--- config.mk ---
export PLATFORM = sky130hd
export DESIGN_NAME = audio_level_meter_with_peak_hold_flat
export DESIGN_NICKNAME = d
export VERILOG_FILES = /design/src/design/alm_pkg.sv /design/src/design/alm_if.sv /design/src/design/audio_level_meter_with_peak_hold.sv /design/src/design/alm_div.sv /design/src/design/alm_scan.sv /design/src/design/alm_dp.sv /design/src/design/alm_ctrl.sv /design/src/flat_wrapper.sv
export VERILOG_INCLUDE_DIRS = /design/src /design/src/design
export SDC_FILE = /design/constraint.sdc
export NUM_CORES = 2
export LEC_CHECK = 0
export BUFFER_PORTS_ARGS = -buffer_cell sky130_fd_sc_hd__buf_2
export CAP_MARGIN = 20
export CORE_UTILIZATION = 50
export DETAILED_ROUTE_END_ITERATION = 6
export GPL_ROUTABILITY_DRIVEN = 0
export PLACE_DENSITY_LB_ADDON = 0.08
export SYNTH_ARGS = -nofsm -noshare
export SYNTH_HDL_FRONTEND = slang
export SYNTH_HIERARCHICAL = 1
export SYNTH_SLANG_ARGS = --single-unit
--- constraint.sdc ---
create_clock -name clk_i -period 6.8 [get_ports clk_i]
set_clock_uncertainty 0.1 [all_clocks]
set_input_delay 0.34 -clock clk_i [delete_from_list [all_inputs] [get_ports clk_i]]
set_output_delay 0.34 -clock clk_i [all_outputs]
set_load 0.005 [all_outputs]
--- src/design/audio_level_meter_with_peak_hold_assert.svh ---
// ----------------------------------------------------------------------------
// audio level meter assertion macros
// clocked on clk_i, disabled while rst_ni is low
// ----------------------------------------------------------------------------
`ifndef AUDIO_LEVEL_METER_WITH_PEAK_HOLD_ASSERT_SVH
`define AUDIO_LEVEL_METER_WITH_PEAK_HOLD_ASSERT_SVH

// same-cycle implication
`define ALM_ASSERT_IMPL(lbl, ante, cons, msg) \
  lbl: assert property (@(posedge clk_i) disable iff (!rst_ni) (ante) |-> (cons)) \
    else $error(msg);

// next-cycle implication
`define ALM_ASSERT_NEXT(lbl, ante, cons, msg) \
  lbl: assert property (@(posedge clk_i) disable iff (!rst_ni) (ante) |=> (cons)) \
    else $error(msg);

`endif

--- src/design/alm_pkg.sv ---
// ----------------------------------------------------------------------------
// alm_pkg
// shared widths, constants, register indexes and control types
// ----------------------------------------------------------------------------
package alm_pkg;

  localparam int SAMPLE_W = 10;
  localparam int LVL_W    = 10;
  localparam int HGT_W    = 8;
  localparam int CFG_W    = 8;
  localparam int CFG_IDX_W = 3;

  localparam int HIST_DEPTH = 60;
  localparam int HIST_AW    = $clog2(HIST_DEPTH);
  localparam int HIST_CW    = $clog2(HIST_DEPTH + 1);

  localparam int NUM_W  = HGT_W + LVL_W;
  localparam int DEN_W  = LVL_W;
  localparam int DIV_CW = $clog2(NUM_W + 1);

  localparam logic [LVL_W-1:0] MID_SCALE  = LVL_W'(512);
  localparam logic [DEN_W-1:0] SIMPLE_DEN = DEN_W'(255);
  localparam logic [HGT_W-1:0] HGT_MAX    = HGT_W'(255);
  localparam logic [NUM_W-1:0] SIMPLE_SAT = NUM_W'(255 * 255);

  localparam logic             MODE_RST   = 1'b0;
  localparam logic [CFG_W-1:0] DC_RST     = CFG_W'(0);
  localparam logic [CFG_W-1:0] NOISE_RST  = CFG_W'(10);
  localparam logic [CFG_W-1:0] TOP_RST    = CFG_W'(62);
  localparam logic [CFG_W-1:0] LED_RST    = CFG_W'(60);
  localparam logic [CFG_W-1:0] FALL_RST   = CFG_W'(10);
  localparam logic [LVL_W-1:0] SMOOTH_RST = LVL_W'(10);
  localparam logic [LVL_W-1:0] MINAVG_RST = LVL_W'(0);
  localparam logic [LVL_W-1:0] MAXAVG_RST = LVL_W'(512);

  typedef enum logic [CFG_IDX_W-1:0] {
    CFG_MODE,
    CFG_DC_OFFSET,
    CFG_NOISE_FLOOR,
    CFG_TOP_HEIGHT,
    CFG_LED_COUNT,
    CFG_FALL_PERIOD
  } cfg_idx_e;

  typedef struct packed {
    logic load;
    logic smooth;
    logic mul;
    logic div_start;
    logic finish;
  } alm_cmd_t;

  typedef struct packed {
    logic dyn;
    logic div_done;
    logic scan_done;
    logic out_free;
  } alm_sts_t;

endpackage

--- src/design/alm_if.sv ---
// ----------------------------------------------------------------------------
// alm_if
// valid/ready channels for samples and meter results
// ----------------------------------------------------------------------------
interface alm_in_if import alm_pkg::*; ();
  logic                valid;
  logic                ready;
  logic [SAMPLE_W-1:0] sample;

  modport source (output valid, output sample, input ready);
  modport sink   (input valid, input sample, output ready);
endinterface

interface alm_out_if import alm_pkg::*; ();
  logic             valid;
  logic             ready;
  logic [HGT_W-1:0] bar_height;
  logic [HGT_W-1:0] peak_position;
  logic             peak_shown;

  modport source (output valid, output bar_height, output peak_position, output peak_shown,
                  input ready);
  modport sink   (input valid, input bar_height, input peak_position, input peak_shown,
                  output ready);
endinterface

--- src/design/audio_level_meter_with_peak_hold.sv ---
// ----------------------------------------------------------------------------
// audio_level_meter_with_peak_hold
// auto-ranging audio bar meter with a falling peak dot
// ----------------------------------------------------------------------------
// One sample in, one result out. In dynamic mode the history min/max rescan
// of the 60-entry history reads one entry per cycle through the single memory
// read port, and the divider runs alongside it. Simple mode's fixed divide by
// 255 is a shift-and-add, so the divider stays idle. A new sample is taken once
// the previous one is done, even while its result still waits in the output
// register. History entries not yet written since reset count as zero through
// a fill count, so there is no clearing pass after reset.
// Configuration is written through cfg_we_i / cfg_idx_i / cfg_data_i; the user
// must do so only while idle, as the block itself does not enforce this.
// ----------------------------------------------------------------------------
`include "audio_level_meter_with_peak_hold_assert.svh"

module audio_level_meter_with_peak_hold import alm_pkg::*; (
  input  logic                 clk_i,
  input  logic                 rst_ni,
  input  logic                 cfg_we_i,
  input  logic [CFG_IDX_W-1:0] cfg_idx_i,
  input  logic [CFG_W-1:0]     cfg_data_i,
  alm_in_if.sink               in_if,
  alm_out_if.source            out_if
);

  alm_cmd_t cmd;
  alm_sts_t sts;

  alm_ctrl u_ctrl (
    .clk_i      (clk_i),
    .rst_ni     (rst_ni),
    .in_valid_i (in_if.valid),
    .in_ready_o (in_if.ready),
    .sts_i      (sts),
    .cmd_o      (cmd)
  );

  alm_dp u_dp (
    .clk_i           (clk_i),
    .rst_ni          (rst_ni),
    .cfg_we_i        (cfg_we_i),
    .cfg_idx_i       (cfg_idx_i),
    .cfg_data_i      (cfg_data_i),
    .sample_i        (in_if.sample),
    .out_ready_i     (out_if.ready),
    .cmd_i           (cmd),
    .sts_o           (sts),
    .out_valid_o     (out_if.valid),
    .bar_height_o    (out_if.bar_height),
    .peak_position_o (out_if.peak_position),
    .peak_shown_o    (out_if.peak_shown)
  );

  `ALM_ASSERT_NEXT(a_busy_after_accept, in_if.valid && in_if.ready, !in_if.ready, "ready after accept")
  `ALM_ASSERT_IMPL(a_finish_out_free, cmd.finish, sts.out_free, "result overwritten")
  `ALM_ASSERT_NEXT(a_finish_shows_result, cmd.finish, out_if.valid, "result not presented")
  `ALM_ASSERT_IMPL(a_finish_after_scan, cmd.finish && sts.dyn, sts.scan_done && sts.div_done, "finish before scan")

endmodule

--- src/design/alm_div.sv ---
// ----------------------------------------------------------------------------
// alm_div
// iterative restoring divider, one quotient bit per cycle
// ----------------------------------------------------------------------------
module alm_div import alm_pkg::*; (
  input  logic             clk_i,
  input  logic             rst_ni,
  input  logic             start_i,
  input  logic [NUM_W-1:0] num_i,
  input  logic [DEN_W-1:0] den_i,
  output logic [NUM_W-1:0] quot_o,
  output logic             done_o
);

  logic              busy_q;
  logic              done_q;
  logic [DIV_CW-1:0] cnt_q;
  logic [NUM_W-1:0]  acc_q;
  logic [DEN_W-1:0]  rem_q;
  logic [DEN_W-1:0]  den_q;

  logic [DEN_W:0] rem_sh;
  logic [DEN_W:0] rem_sub;
  logic           ge;

  assign rem_sh  = {rem_q, acc_q[NUM_W-1]};
  assign ge      = rem_sh >= {1'b0, den_q};
  assign rem_sub = rem_sh - {1'b0, den_q};

  always_ff @(posedge clk_i or negedge rst_ni) begin
    if (!rst_ni) begin
      busy_q <= 1'b0;
      done_q <= 1'b0;
      cnt_q  <= '0;
      acc_q  <= '0;
      rem_q  <= '0;
      den_q  <= '0;
    end else if (start_i) begin
      busy_q <= 1'b1;
      done_q <= 1'b0;
      cnt_q  <= '0;
      acc_q  <= num_i;
      rem_q  <= '0;
      den_q  <= den_i;
    end else if (busy_q) begin
      acc_q <= {acc_q[NUM_W-2:0], ge};
      rem_q <= ge ? rem_sub[DEN_W-1:0] : rem_sh[DEN_W-1:0];
      cnt_q <= cnt_q + DIV_CW'(1);
      if (cnt_q == DIV_CW'(NUM_W - 1)) begin
        busy_q <= 1'b0;
        done_q <= 1'b1;
      end
    end
  end

  assign quot_o = acc_q;
  assign done_o = done_q;

endmodule

--- src/design/alm_scan.sv ---
// ----------------------------------------------------------------------------
// alm_scan
// level history memory with min/max rescan, one entry per cycle
// ----------------------------------------------------------------------------
module alm_scan import alm_pkg::*; (
  input  logic             clk_i,
  input  logic             rst_ni,
  input  logic             wr_en_i,
  input  logic [LVL_W-1:0] wr_data_i,
  input  logic             start_i,
  output logic             done_o,
  output logic [LVL_W-1:0] lo_o,
  output logic [LVL_W-1:0] hi_o
);

  logic [LVL_W-1:0]   mem_q [HIST_DEPTH];
  logic [LVL_W-1:0]   rd_data_q;
  logic [HIST_AW-1:0] wr_idx_q;
  logic [HIST_CW-1:0] fill_q;
  logic [HIST_CW-1:0] rd_cnt_q;
  logic               busy_q;
  logic               done_q;
  logic               rd_vld_q;
  logic               rd_live_q;
  logic [LVL_W-1:0]   lo_q;
  logic [LVL_W-1:0]   hi_q;

  logic               rd_more;
  logic [HIST_AW-1:0] rd_addr;
  logic [LVL_W-1:0]   entry;

  assign rd_more = rd_cnt_q < HIST_CW'(HIST_DEPTH);
  assign rd_addr = rd_more ? rd_cnt_q[HIST_AW-1:0] : '0;
  // entries never written read as zero
  assign entry   = rd_live_q ? rd_data_q : '0;

  always_ff @(posedge clk_i) begin
    if (wr_en_i) begin
      mem_q[wr_idx_q] <= wr_data_i;
    end
    rd_data_q <= mem_q[rd_addr];
  end

  always_ff @(posedge clk_i or negedge rst_ni) begin
    if (!rst_ni) begin
      wr_idx_q  <= '0;
      fill_q    <= '0;
      rd_cnt_q  <= '0;
      busy_q    <= 1'b0;
      done_q    <= 1'b0;
      rd_vld_q  <= 1'b0;
      rd_live_q <= 1'b0;
      lo_q      <= '0;
      hi_q      <= '0;
    end else begin
      if (wr_en_i) begin
        wr_idx_q <= (wr_idx_q == HIST_AW'(HIST_DEPTH - 1)) ? '0 : wr_idx_q + HIST_AW'(1);
        if (fill_q < HIST_CW'(HIST_DEPTH)) begin
          fill_q <= fill_q + HIST_CW'(1);
        end
      end
      if (start_i) begin
        busy_q   <= 1'b1;
        done_q   <= 1'b0;
        rd_cnt_q <= '0;
        rd_vld_q <= 1'b0;
        lo_q     <= '1;
        hi_q     <= '0;
      end else begin
        if (busy_q) begin
          if (rd_more) begin
            rd_vld_q  <= 1'b1;
            rd_live_q <= rd_cnt_q < fill_q;
            rd_cnt_q  <= rd_cnt_q + HIST_CW'(1);
          end else begin
            rd_vld_q <= 1'b0;
            busy_q   <= 1'b0;
            done_q   <= 1'b1;
          end
        end
        if (rd_vld_q) begin
          if (entry < lo_q) begin
            lo_q <= entry;
          end
          if (entry > hi_q) begin
            hi_q <= entry;
          end
        end
      end
    end
  end

  assign done_o = done_q;
  assign lo_o   = lo_q;
  assign hi_o   = hi_q;

endmodule

--- src/design/alm_dp.sv ---
// ----------------------------------------------------------------------------
// alm_dp
// meter datapath: config registers, level, scaling, peak dot, averages
// ----------------------------------------------------------------------------
module alm_dp import alm_pkg::*; (
  input  logic                 clk_i,
  input  logic                 rst_ni,
  input  logic                 cfg_we_i,
  input  logic [CFG_IDX_W-1:0] cfg_idx_i,
  input  logic [CFG_W-1:0]     cfg_data_i,
  input  logic [SAMPLE_W-1:0]  sample_i,
  input  logic                 out_ready_i,
  input  alm_cmd_t             cmd_i,
  output alm_sts_t             sts_o,
  output logic                 out_valid_o,
  output logic [HGT_W-1:0]     bar_height_o,
  output logic [HGT_W-1:0]     peak_position_o,
  output logic                 peak_shown_o
);

  // configuration
  logic             mode_q;
  logic [CFG_W-1:0] dc_q;
  logic [CFG_W-1:0] nf_q;
  logic [CFG_W-1:0] top_q;
  logic [CFG_W-1:0] led_q;
  logic [CFG_W-1:0] fall_q;

  // state
  logic [LVL_W-1:0] n_q;
  logic [LVL_W-1:0] sl_q;
  logic [HGT_W-1:0] peak_q;
  logic [HGT_W-1:0] fc_q;
  logic [LVL_W-1:0] min_avg_q;
  logic [LVL_W-1:0] max_avg_q;
  logic [NUM_W-1:0] prod_q;
  logic [DEN_W-1:0] den_q;
  logic             zero_q;
  logic             out_vld_q;
  logic [HGT_W-1:0] out_hgt_q;
  logic [HGT_W-1:0] out_peak_q;
  logic             out_shown_q;

  logic [LVL_W-1:0] centre;
  logic [LVL_W-1:0] mag;
  logic [LVL_W-1:0] n_d;
  logic [LVL_W+2:0] smooth_sum;
  logic [LVL_W-1:0] mul_a;
  logic             dyn_zero;
  logic [NUM_W-1:0] quot;
  logic             div_done;
  logic             scan_done;
  logic [LVL_W-1:0] scan_lo;
  logic [LVL_W-1:0] scan_hi;
  logic [NUM_W:0]   simple_sum;
  logic [HGT_W-1:0] hgt;
  logic [HGT_W-1:0] peak_new;
  logic [HGT_W-1:0] fc_inc;
  logic [LVL_W:0]   hi_adj;
  logic [16:0]      min_sum;
  logic [16:0]      max_sum;

  // front end: magnitude, and noise floor in dynamic mode
  assign centre = MID_SCALE + {{(LVL_W-CFG_W){1'b0}}, dc_q};
  assign mag    = (sample_i >= centre) ? (sample_i - centre) : (centre - sample_i);

  always_comb begin
    if (mode_q) begin
      n_d = mag;
    end else if (mag <= {{(LVL_W-CFG_W){1'b0}}, nf_q}) begin
      n_d = '0;
    end else begin
      n_d = mag - {{(LVL_W-CFG_W){1'b0}}, nf_q};
    end
  end

  // 7/8 old plus 1/8 new
  assign smooth_sum = ({sl_q, 3'b000} - {3'b000, sl_q}) + {3'b000, n_q};

  assign dyn_zero = (max_avg_q <= min_avg_q) || (sl_q <= min_avg_q);
  assign mul_a    = mode_q ? sl_q : (sl_q - min_avg_q);

  // divide by 255 as (x + x/256 + 1) / 256, exact below 255 * 255
  assign simple_sum = {1'b0, prod_q} + {{(HGT_W+1){1'b0}}, prod_q[NUM_W-1:HGT_W]}
                    + (NUM_W+1)'(1);

  alm_div u_div (
    .clk_i   (clk_i),
    .rst_ni  (rst_ni),
    .start_i (cmd_i.div_start && !mode_q),
    .num_i   (prod_q),
    .den_i   (den_q),
    .quot_o  (quot),
    .done_o  (div_done)
  );

  alm_scan u_scan (
    .clk_i     (clk_i),
    .rst_ni    (rst_ni),
    .wr_en_i   (cmd_i.smooth && !mode_q),
    .wr_data_i (n_q),
    .start_i   (cmd_i.smooth && !mode_q),
    .done_o    (scan_done),
    .lo_o      (scan_lo),
    .hi_o      (scan_hi)
  );

  // height, clipping and peak dot
  always_comb begin
    if (mode_q) begin
      hgt = (prod_q >= SIMPLE_SAT) ? HGT_MAX : simple_sum[2*HGT_W-1:HGT_W];
    end else if (zero_q) begin
      hgt = '0;
    end else begin
      hgt = (quot > NUM_W'(top_q)) ? top_q : quot[HGT_W-1:0];
    end
  end

  assign peak_new = (hgt > peak_q) ? hgt : peak_q;
  assign fc_inc   = fc_q + HGT_W'(1);

  // averages at 63/64 old plus 1/64 new, minimum spread of top height
  assign hi_adj  = ((scan_hi - scan_lo) < {{(LVL_W-CFG_W){1'b0}}, top_q})
                 ? ({1'b0, scan_lo} + {{(LVL_W-CFG_W+1){1'b0}}, top_q})
                 : {1'b0, scan_hi};
  assign min_sum = ({1'b0, min_avg_q, 6'b0} - {7'b0, min_avg_q}) + {7'b0, scan_lo};
  assign max_sum = ({1'b0, max_avg_q, 6'b0} - {7'b0, max_avg_q}) + {6'b0, hi_adj};

  always_ff @(posedge clk_i or negedge rst_ni) begin
    if (!rst_ni) begin
      mode_q      <= MODE_RST;
      dc_q        <= DC_RST;
      nf_q        <= NOISE_RST;
      top_q       <= TOP_RST;
      led_q       <= LED_RST;
      fall_q      <= FALL_RST;
      n_q         <= '0;
      sl_q        <= SMOOTH_RST;
      peak_q      <= '0;
      fc_q        <= '0;
      min_avg_q   <= MINAVG_RST;
      max_avg_q   <= MAXAVG_RST;
      prod_q      <= '0;
      den_q       <= '0;
      zero_q      <= 1'b0;
      out_vld_q   <= 1'b0;
      out_hgt_q   <= '0;
      out_peak_q  <= '0;
      out_shown_q <= 1'b0;
    end else begin
      if (cfg_we_i) begin
        case (cfg_idx_i)
          CFG_MODE:        mode_q <= cfg_data_i[0];
          CFG_DC_OFFSET:   dc_q   <= cfg_data_i;
          CFG_NOISE_FLOOR: nf_q   <= cfg_data_i;
          CFG_TOP_HEIGHT:  top_q  <= cfg_data_i;
          CFG_LED_COUNT:   led_q  <= cfg_data_i;
          CFG_FALL_PERIOD: fall_q <= cfg_data_i;
          default: ;
        endcase
      end
      if (cmd_i.load) begin
        n_q <= n_d;
      end
      if (cmd_i.smooth) begin
        sl_q <= smooth_sum[LVL_W+2:3];
      end
      if (cmd_i.mul) begin
        prod_q <= NUM_W'(mul_a) * NUM_W'(top_q);
        den_q  <= max_avg_q - min_avg_q;
        zero_q <= dyn_zero;
      end
      if (cmd_i.finish) begin
        out_vld_q   <= 1'b1;
        out_hgt_q   <= hgt;
        out_peak_q  <= peak_new;
        out_shown_q <= (peak_new != '0) && (peak_new < led_q);
        if (fc_inc >= fall_q) begin
          peak_q <= (peak_new != '0) ? (peak_new - HGT_W'(1)) : '0;
          fc_q   <= '0;
        end else begin
          peak_q <= peak_new;
          fc_q   <= fc_inc;
        end
        if (!mode_q) begin
          min_avg_q <= min_sum[LVL_W+5:6];
          max_avg_q <= max_sum[LVL_W+5:6];
        end
      end else if (out_ready_i) begin
        out_vld_q <= 1'b0;
      end
    end
  end

  assign sts_o.dyn       = !mode_q;
  assign sts_o.div_done  = div_done;
  assign sts_o.scan_done = scan_done;
  assign sts_o.out_free  = !out_vld_q || out_ready_i;

  assign out_valid_o     = out_vld_q;
  assign bar_height_o    = out_hgt_q;
  assign peak_position_o = out_peak_q;
  assign peak_shown_o    = out_shown_q;

endmodule

--- src/design/alm_ctrl.sv ---
// ----------------------------------------------------------------------------
// alm_ctrl
// per-transaction sequencer for the meter datapath
// ----------------------------------------------------------------------------
module alm_ctrl import alm_pkg::*; (
  input  logic     clk_i,
  input  logic     rst_ni,
  input  logic     in_valid_i,
  output logic     in_ready_o,
  input  alm_sts_t sts_i,
  output alm_cmd_t cmd_o
);

  typedef enum logic [2:0] {
    S_IDLE,
    S_SMOOTH,
    S_MUL,
    S_DIV,
    S_WAIT,
    S_FINISH
  } state_e;

  state_e state_q;
  logic   in_ready_q;

  always_ff @(posedge clk_i or negedge rst_ni) begin
    if (!rst_ni) begin
      state_q    <= S_IDLE;
      in_ready_q <= 1'b1;
    end else begin
      case (state_q)
        S_IDLE: begin
          if (in_valid_i) begin
            state_q    <= S_SMOOTH;
            in_ready_q <= 1'b0;
          end
        end
        S_SMOOTH: state_q <= S_MUL;
        S_MUL:    state_q <= S_DIV;
        S_DIV:    state_q <= S_WAIT;
        S_WAIT: begin
          if (!sts_i.dyn || (sts_i.div_done && sts_i.scan_done)) begin
            state_q <= S_FINISH;
          end
        end
        S_FINISH: begin
          if (sts_i.out_free) begin
            state_q    <= S_IDLE;
            in_ready_q <= 1'b1;
          end
        end
        default: begin
          state_q    <= S_IDLE;
          in_ready_q <= 1'b1;
        end
      endcase
    end
  end

  assign in_ready_o      = in_ready_q;
  assign cmd_o.load      = in_valid_i && in_ready_q;
  assign cmd_o.smooth    = (state_q == S_SMOOTH);
  assign cmd_o.mul       = (state_q == S_MUL);
  assign cmd_o.div_start = (state_q == S_DIV);
  assign cmd_o.finish    = (state_q == S_FINISH) && sts_i.out_free;

endmodule
--- src/flat_wrapper.sv ---
// flat-port wrapper written by rule: the top's interface ports become plain ports
module audio_level_meter_with_peak_hold_flat import alm_pkg::*;
  (clk_i, rst_ni, cfg_we_i, cfg_idx_i, cfg_data_i, in_if_valid, in_if_sample, in_if_ready, out_if_valid, out_if_bar_height, out_if_peak_position, out_if_peak_shown, out_if_ready);
  alm_in_if in_if_i ();
  alm_out_if out_if_i ();
  input  logic clk_i;
  input  logic rst_ni;
  input  logic cfg_we_i;
  input  logic [CFG_IDX_W-1:0] cfg_idx_i;
  input  logic [CFG_W-1:0] cfg_data_i;
  input wire logic [$bits(in_if_i.valid)-1:0] in_if_valid;
  input wire logic [$bits(in_if_i.sample)-1:0] in_if_sample;
  output wire logic [$bits(in_if_i.ready)-1:0] in_if_ready;
  output wire logic [$bits(out_if_i.valid)-1:0] out_if_valid;
  output wire logic [$bits(out_if_i.bar_height)-1:0] out_if_bar_height;
  output wire logic [$bits(out_if_i.peak_position)-1:0] out_if_peak_position;
  output wire logic [$bits(out_if_i.peak_shown)-1:0] out_if_peak_shown;
  input wire logic [$bits(out_if_i.ready)-1:0] out_if_ready;
  assign in_if_i.valid = in_if_valid;
  assign in_if_i.sample = in_if_sample;
  assign in_if_ready = in_if_i.ready;
  assign out_if_valid = out_if_i.valid;
  assign out_if_bar_height = out_if_i.bar_height;
  assign out_if_peak_position = out_if_i.peak_position;
  assign out_if_peak_shown = out_if_i.peak_shown;
  assign out_if_i.ready = out_if_ready;
  audio_level_meter_with_peak_hold u_core (.clk_i(clk_i), .rst_ni(rst_ni), .cfg_we_i(cfg_we_i), .cfg_idx_i(cfg_idx_i), .cfg_data_i(cfg_data_i), .in_if(in_if_i), .out_if(out_if_i));
endmodule
==> flow_metrics.env <==
export IMPL_run_status="completed"
export IMPL_floorplan_rows=108
export IMPL_yosys_most_used_dff="sky130_fd_sc_hd__edfxtp_1"
export IMPL_root_buffer="sky130_fd_sc_hd__clkbuf_16"
export IMPL_post_cts_repair_setup_buffers=0
export IMPL_worstHoldPathCells=4
export IMPL_synth_ff_latch_count=845
export IMPL_place_port_buffers=44
export IMPL_post_synth_top_area_cell="sky130_fd_sc_hd__edfxtp_1"
export IMPL_synth_simple_gate_area_share_pct=10.12
export IMPL_synthTopCellsByArea="sky130_fd_sc_hd__edfxtp_1 41%, sky130_fd_sc_hd__dfrtp_1 12%, sky130_fd_sc_hd__ha_1 6.5%"
export IMPL_cts_tree="built"
export IMPL_worst_endpoint_required_ns=7.27
export IMPL_globalRouteOverflowTotal=0
export IMPL_worstReg2RegEnd="u_core/u_dp/prod_q[17]"
export IMPL_maximum_buffer_depth_of_the_clock_tree=3
export IMPL_first_global_vias=30910
export IMPL_detail_route_antenna_nets=0
export IMPL_starting_density_pct=50.81
export IMPL_fmaxAchievable_mhz=155.1
export IMPL_register_to_register_setup_slack_ns=0.35
export IMPL_cts_clk_pin_slew_worst_paths_ns=0.06
export IMPL_relSlewSlack_pct=22.56
export IMPL_firstDrtPassIters=7
export IMPL_timing_critical_path_fanout_max=7
export IMPL_synth_area_um2=44420
export IMPL_cts_htree_levels=3
export IMPL_synthDistinctLibCells=118
export IMPL_post_synth_xor_area_fraction_pct=1.755
export IMPL_number_of_flops_mapped_to_enable_cells_by_yosys=600
export IMPL_clk_insertion_delay_late_ns=0.66
export IMPL_setup_total_negative_slack_ns=0
export IMPL_max_cap_violations=0
export IMPL_syn_nets=4112
export IMPL_hp_start="cfg_idx_i[1]"
export IMPL_setup_violations=0
export IMPL_cts_inserted_buffers=91
export IMPL_cpMaxStageDelayCell="sky130_fd_sc_hd__fa_1"
export IMPL_hold_violations=0
export IMPL_syn_inst=3785
export IMPL_synth_async_reset_ratio_pct=27.81
export IMPL_antenna_found_initial=4
export IMPL_compound_gate_fraction_of_synth_area_pct=13.14
export IMPL_min_to="u_core/u_dp/mode_q"
export IMPL_synthesis_yosys_warnings=6
export IMPL_boundaryPins=45
export IMPL_cp_data_arrival_time_ns=6.92
export IMPL_synth_commonest_cells="600 x sky130_fd_sc_hd__edfxtp_1, 343 x sky130_fd_sc_hd__nand2_1, 295 x sky130_fd_sc_hd__inv_1"
export IMPL_rsz_0062_raised_after_global_routing="no"
export IMPL_areaGrowthSynthToFinish_pct=10.81
export IMPL_criticalPathCategory="flop to flop"
export IMPL_hpwlAfterDp_um=81940
export IMPL_worst_r2r_cell_count=24
export IMPL_wire_per_inst_um=23.67
export IMPL_grt_pass1_wl_um=185300
export IMPL_max_slew_worst_pin_slew_ns=1.157
export IMPL_coreArea_um2=87430
export IMPL_largest_net_degree_at_the_start_of_global_routing=107
export IMPL_die_area_um2=90030
export IMPL_worst_hold_slack_after_final_layout_ns=0.06560
export IMPL_hold_path_class="input pin to flop"
export IMPL_remaining_drc_errors=0
export IMPL_post_drt_via_cell_ratio=6.046
export IMPL_synth_adder_area_share_pct=9.679
export IMPL_cp_end_kind="flop"
export IMPL_worstReg2RegStart="u_core/u_dp/min_avg_q[2]"
export IMPL_clock_sinks=845
export IMPL_die_w_um=300.1
export IMPL_fp_dieH_um=300.1
export IMPL_gr_usage_all_layers_pct=26.91
export IMPL_yosysTopAreaCellShare_pct=40.56
export IMPL_final_max_slew_viol_count=0
export IMPL_critPathLaunchType="flop"
export IMPL_cp_max_stage_delay_ns=0.54
export IMPL_synth_area_per_cell_um2=11.74
export IMPL_drt_iter0_markers=2575
export IMPL_worstPathCellList="inv_1, ha_1, nor2b_1, o21ai_0, a21boi_1, o21ai_0, a21boi_1, o31ai_1, buf_4, nand2_1, fa_1, inv_1, fa_1, inv_1, fa_1, fa_1, inv_1, ha_1, a21boi_0, o21ai_0, a21o_1, a211oi_1, or3_1, a31oi_1"
export IMPL_synthMuxAreaShare_pct=6.676
export IMPL_post_route_cells_drive_above_1_share_pct=12.08
export IMPL_final_net_count=4164
export IMPL_dr_total_vias=30660
export IMPL_synth_yosys_seq_area_share_pct=54.30
export IMPL_min_period_ns=6.448
export IMPL_synth_top_family_by_area="compound AO/OA/AOI/OAI gates"
export IMPL_route_final_wire_length_um=120000
export IMPL_synth_most_common_cell="sky130_fd_sc_hd__edfxtp_1"
export IMPL_period_share_pct=94.82
cell type report:
cell class                      count  area [um^2]
Clock inverter                     59        679.4
Inverter                          297         1115
Timing Repair Buffer              138        984.7
Tap cell                         1155         1445
Fill cell                        7106        38210
Sequential cell                   845        24140
Antenna cell                        1        2.502
Clock buffer                      112         2387
Multi-Input combinational cell   2464        18470
per-layer routing:
layer	part of all wire [%]	track usage, %
met4	3.3	9.354
met2	49	45.02
met3	6.2	4.083
met5	0.0092	0
met1	42	35.72
worst max-delay path by stage:
| stage | start | depth (start not counted) | endpoint | slack, ns |
|---|---|---|---|---|
| after floorplan | u_core/u_dp/min_avg_q[1] | 25 | u_core/u_dp/prod_q[17] | 0.60 |
| after global placement | u_core/u_dp/min_avg_q[1] | 23 | u_core/u_dp/prod_q[17] | 0.28 |
| after detailed placement | u_core/u_dp/min_avg_q[1] | 23 | u_core/u_dp/prod_q[17] | 0.24 |
| after CTS | u_core/u_dp/min_avg_q[1] | 23 | u_core/u_dp/prod_q[17] | 0.21 |
| after global routing | u_core/u_dp/min_avg_q[2] | 24 | u_core/u_dp/prod_q[17] | 0.0003 |
| final | u_core/u_dp/min_avg_q[2] | 24 | u_core/u_dp/prod_q[17] | 0.35 |
cells by family after synthesis:
logic type,after synthesis
adder cells (fa/ha/maj),301
AO/OA/AOI/OAI,854
buffers and inverters,476
multiplexers,272
flip-flops,845
XOR/XNOR,89
AND/OR/NAND/NOR,948
through the flow:
step	setup WS [ns]	instances	area (um^2)	utilization [%]
detailed placement	0.2438	4885	45960	52.57
floorplan	0.6044	3785	44420	-
finish	0.3522	5071	49220	56.30
global placement	0.2789	4882	45940	52.55
CTS	0.2065	5067	49140	56.21
global route	0.0003393	5070	49220	56.30
layout by cell type (no fill, tap or decap), types with 18 or more instances in the layout:
master	count
sky130_fd_sc_hd__xor2_1	23
sky130_fd_sc_hd__and2_1	49
sky130_fd_sc_hd__nand3_1	64
sky130_fd_sc_hd__nor3_1	38
sky130_fd_sc_hd__mux2i_1	161
sky130_fd_sc_hd__nand2_1	341
sky130_fd_sc_hd__a21oi_1	137
sky130_fd_sc_hd__o21a_1	18
sky130_fd_sc_hd__buf_4	81
sky130_fd_sc_hd__o221ai_1	49
sky130_fd_sc_hd__inv_1	295
sky130_fd_sc_hd__clkbuf_16	93
sky130_fd_sc_hd__ha_1	230
sky130_fd_sc_hd__and3_1	53
sky130_fd_sc_hd__nand4_1	20
sky130_fd_sc_hd__buf_2	43
sky130_fd_sc_hd__edfxtp_1	600
sky130_fd_sc_hd__clkbuf_1	19
sky130_fd_sc_hd__nand2b_1	37
sky130_fd_sc_hd__mux2_2	101
sky130_fd_sc_hd__a21o_1	53
sky130_fd_sc_hd__xnor2_1	66
sky130_fd_sc_hd__nor2_1	231
sky130_fd_sc_hd__a31oi_1	62
sky130_fd_sc_hd__nor2b_1	27
sky130_fd_sc_hd__clkinv_2	22
sky130_fd_sc_hd__o22ai_1	23
sky130_fd_sc_hd__o31ai_1	36
sky130_fd_sc_hd__o21ai_0	199
sky130_fd_sc_hd__a211oi_1	57
sky130_fd_sc_hd__fa_1	71
sky130_fd_sc_hd__dfrtp_1	204
state kept, by name (all words and copies together), names as in the netlist, 10 cells and up:
name,count
u_core/u_dp/n_q,10
u_core/u_dp/sl_q,10
u_core/u_dp/u_scan/rd_data_q,10
u_core/u_dp/u_div/den_q,10
u_core/u_dp/u_scan/hi_o,10
u_core/u_dp/u_div/quot_o,18
u_core/u_dp/min_avg_q,10
u_core/u_dp/u_scan/lo_o,10
u_core/u_dp/u_div/rem_q,10
u_core/u_dp/max_avg_q,10
u_core/u_dp/prod_q,18
u_core/u_dp/den_q,10
u_core/u_dp/u_scan/mem_q,600
repair_timing:
item / CTS / global route
gates resized for setup: 0 / 11
endpoints found under the setup margin: 0 / 8
hold buffers: 11 / 0
hold endpoints to repair: 110 / 0
critical path, delay by kind of cell, from the launching register on:
| kind | cells | cell delay (ns) |
|---|---|---|
| buffers and inverters | 5 | 0.57 |
| AND/OR/NAND/NOR | 3 | 0.61 |
| flip-flops | 1 | 0.39 |
| adder cells (fa/ha/maj) | 6 | 2.68 |
| AO/OA/AOI/OAI | 10 | 2.00 |
Power is left out: the tool's default activity adds up to more than one toggle a clock period on the data nets, which glitch-free logic cannot reach.
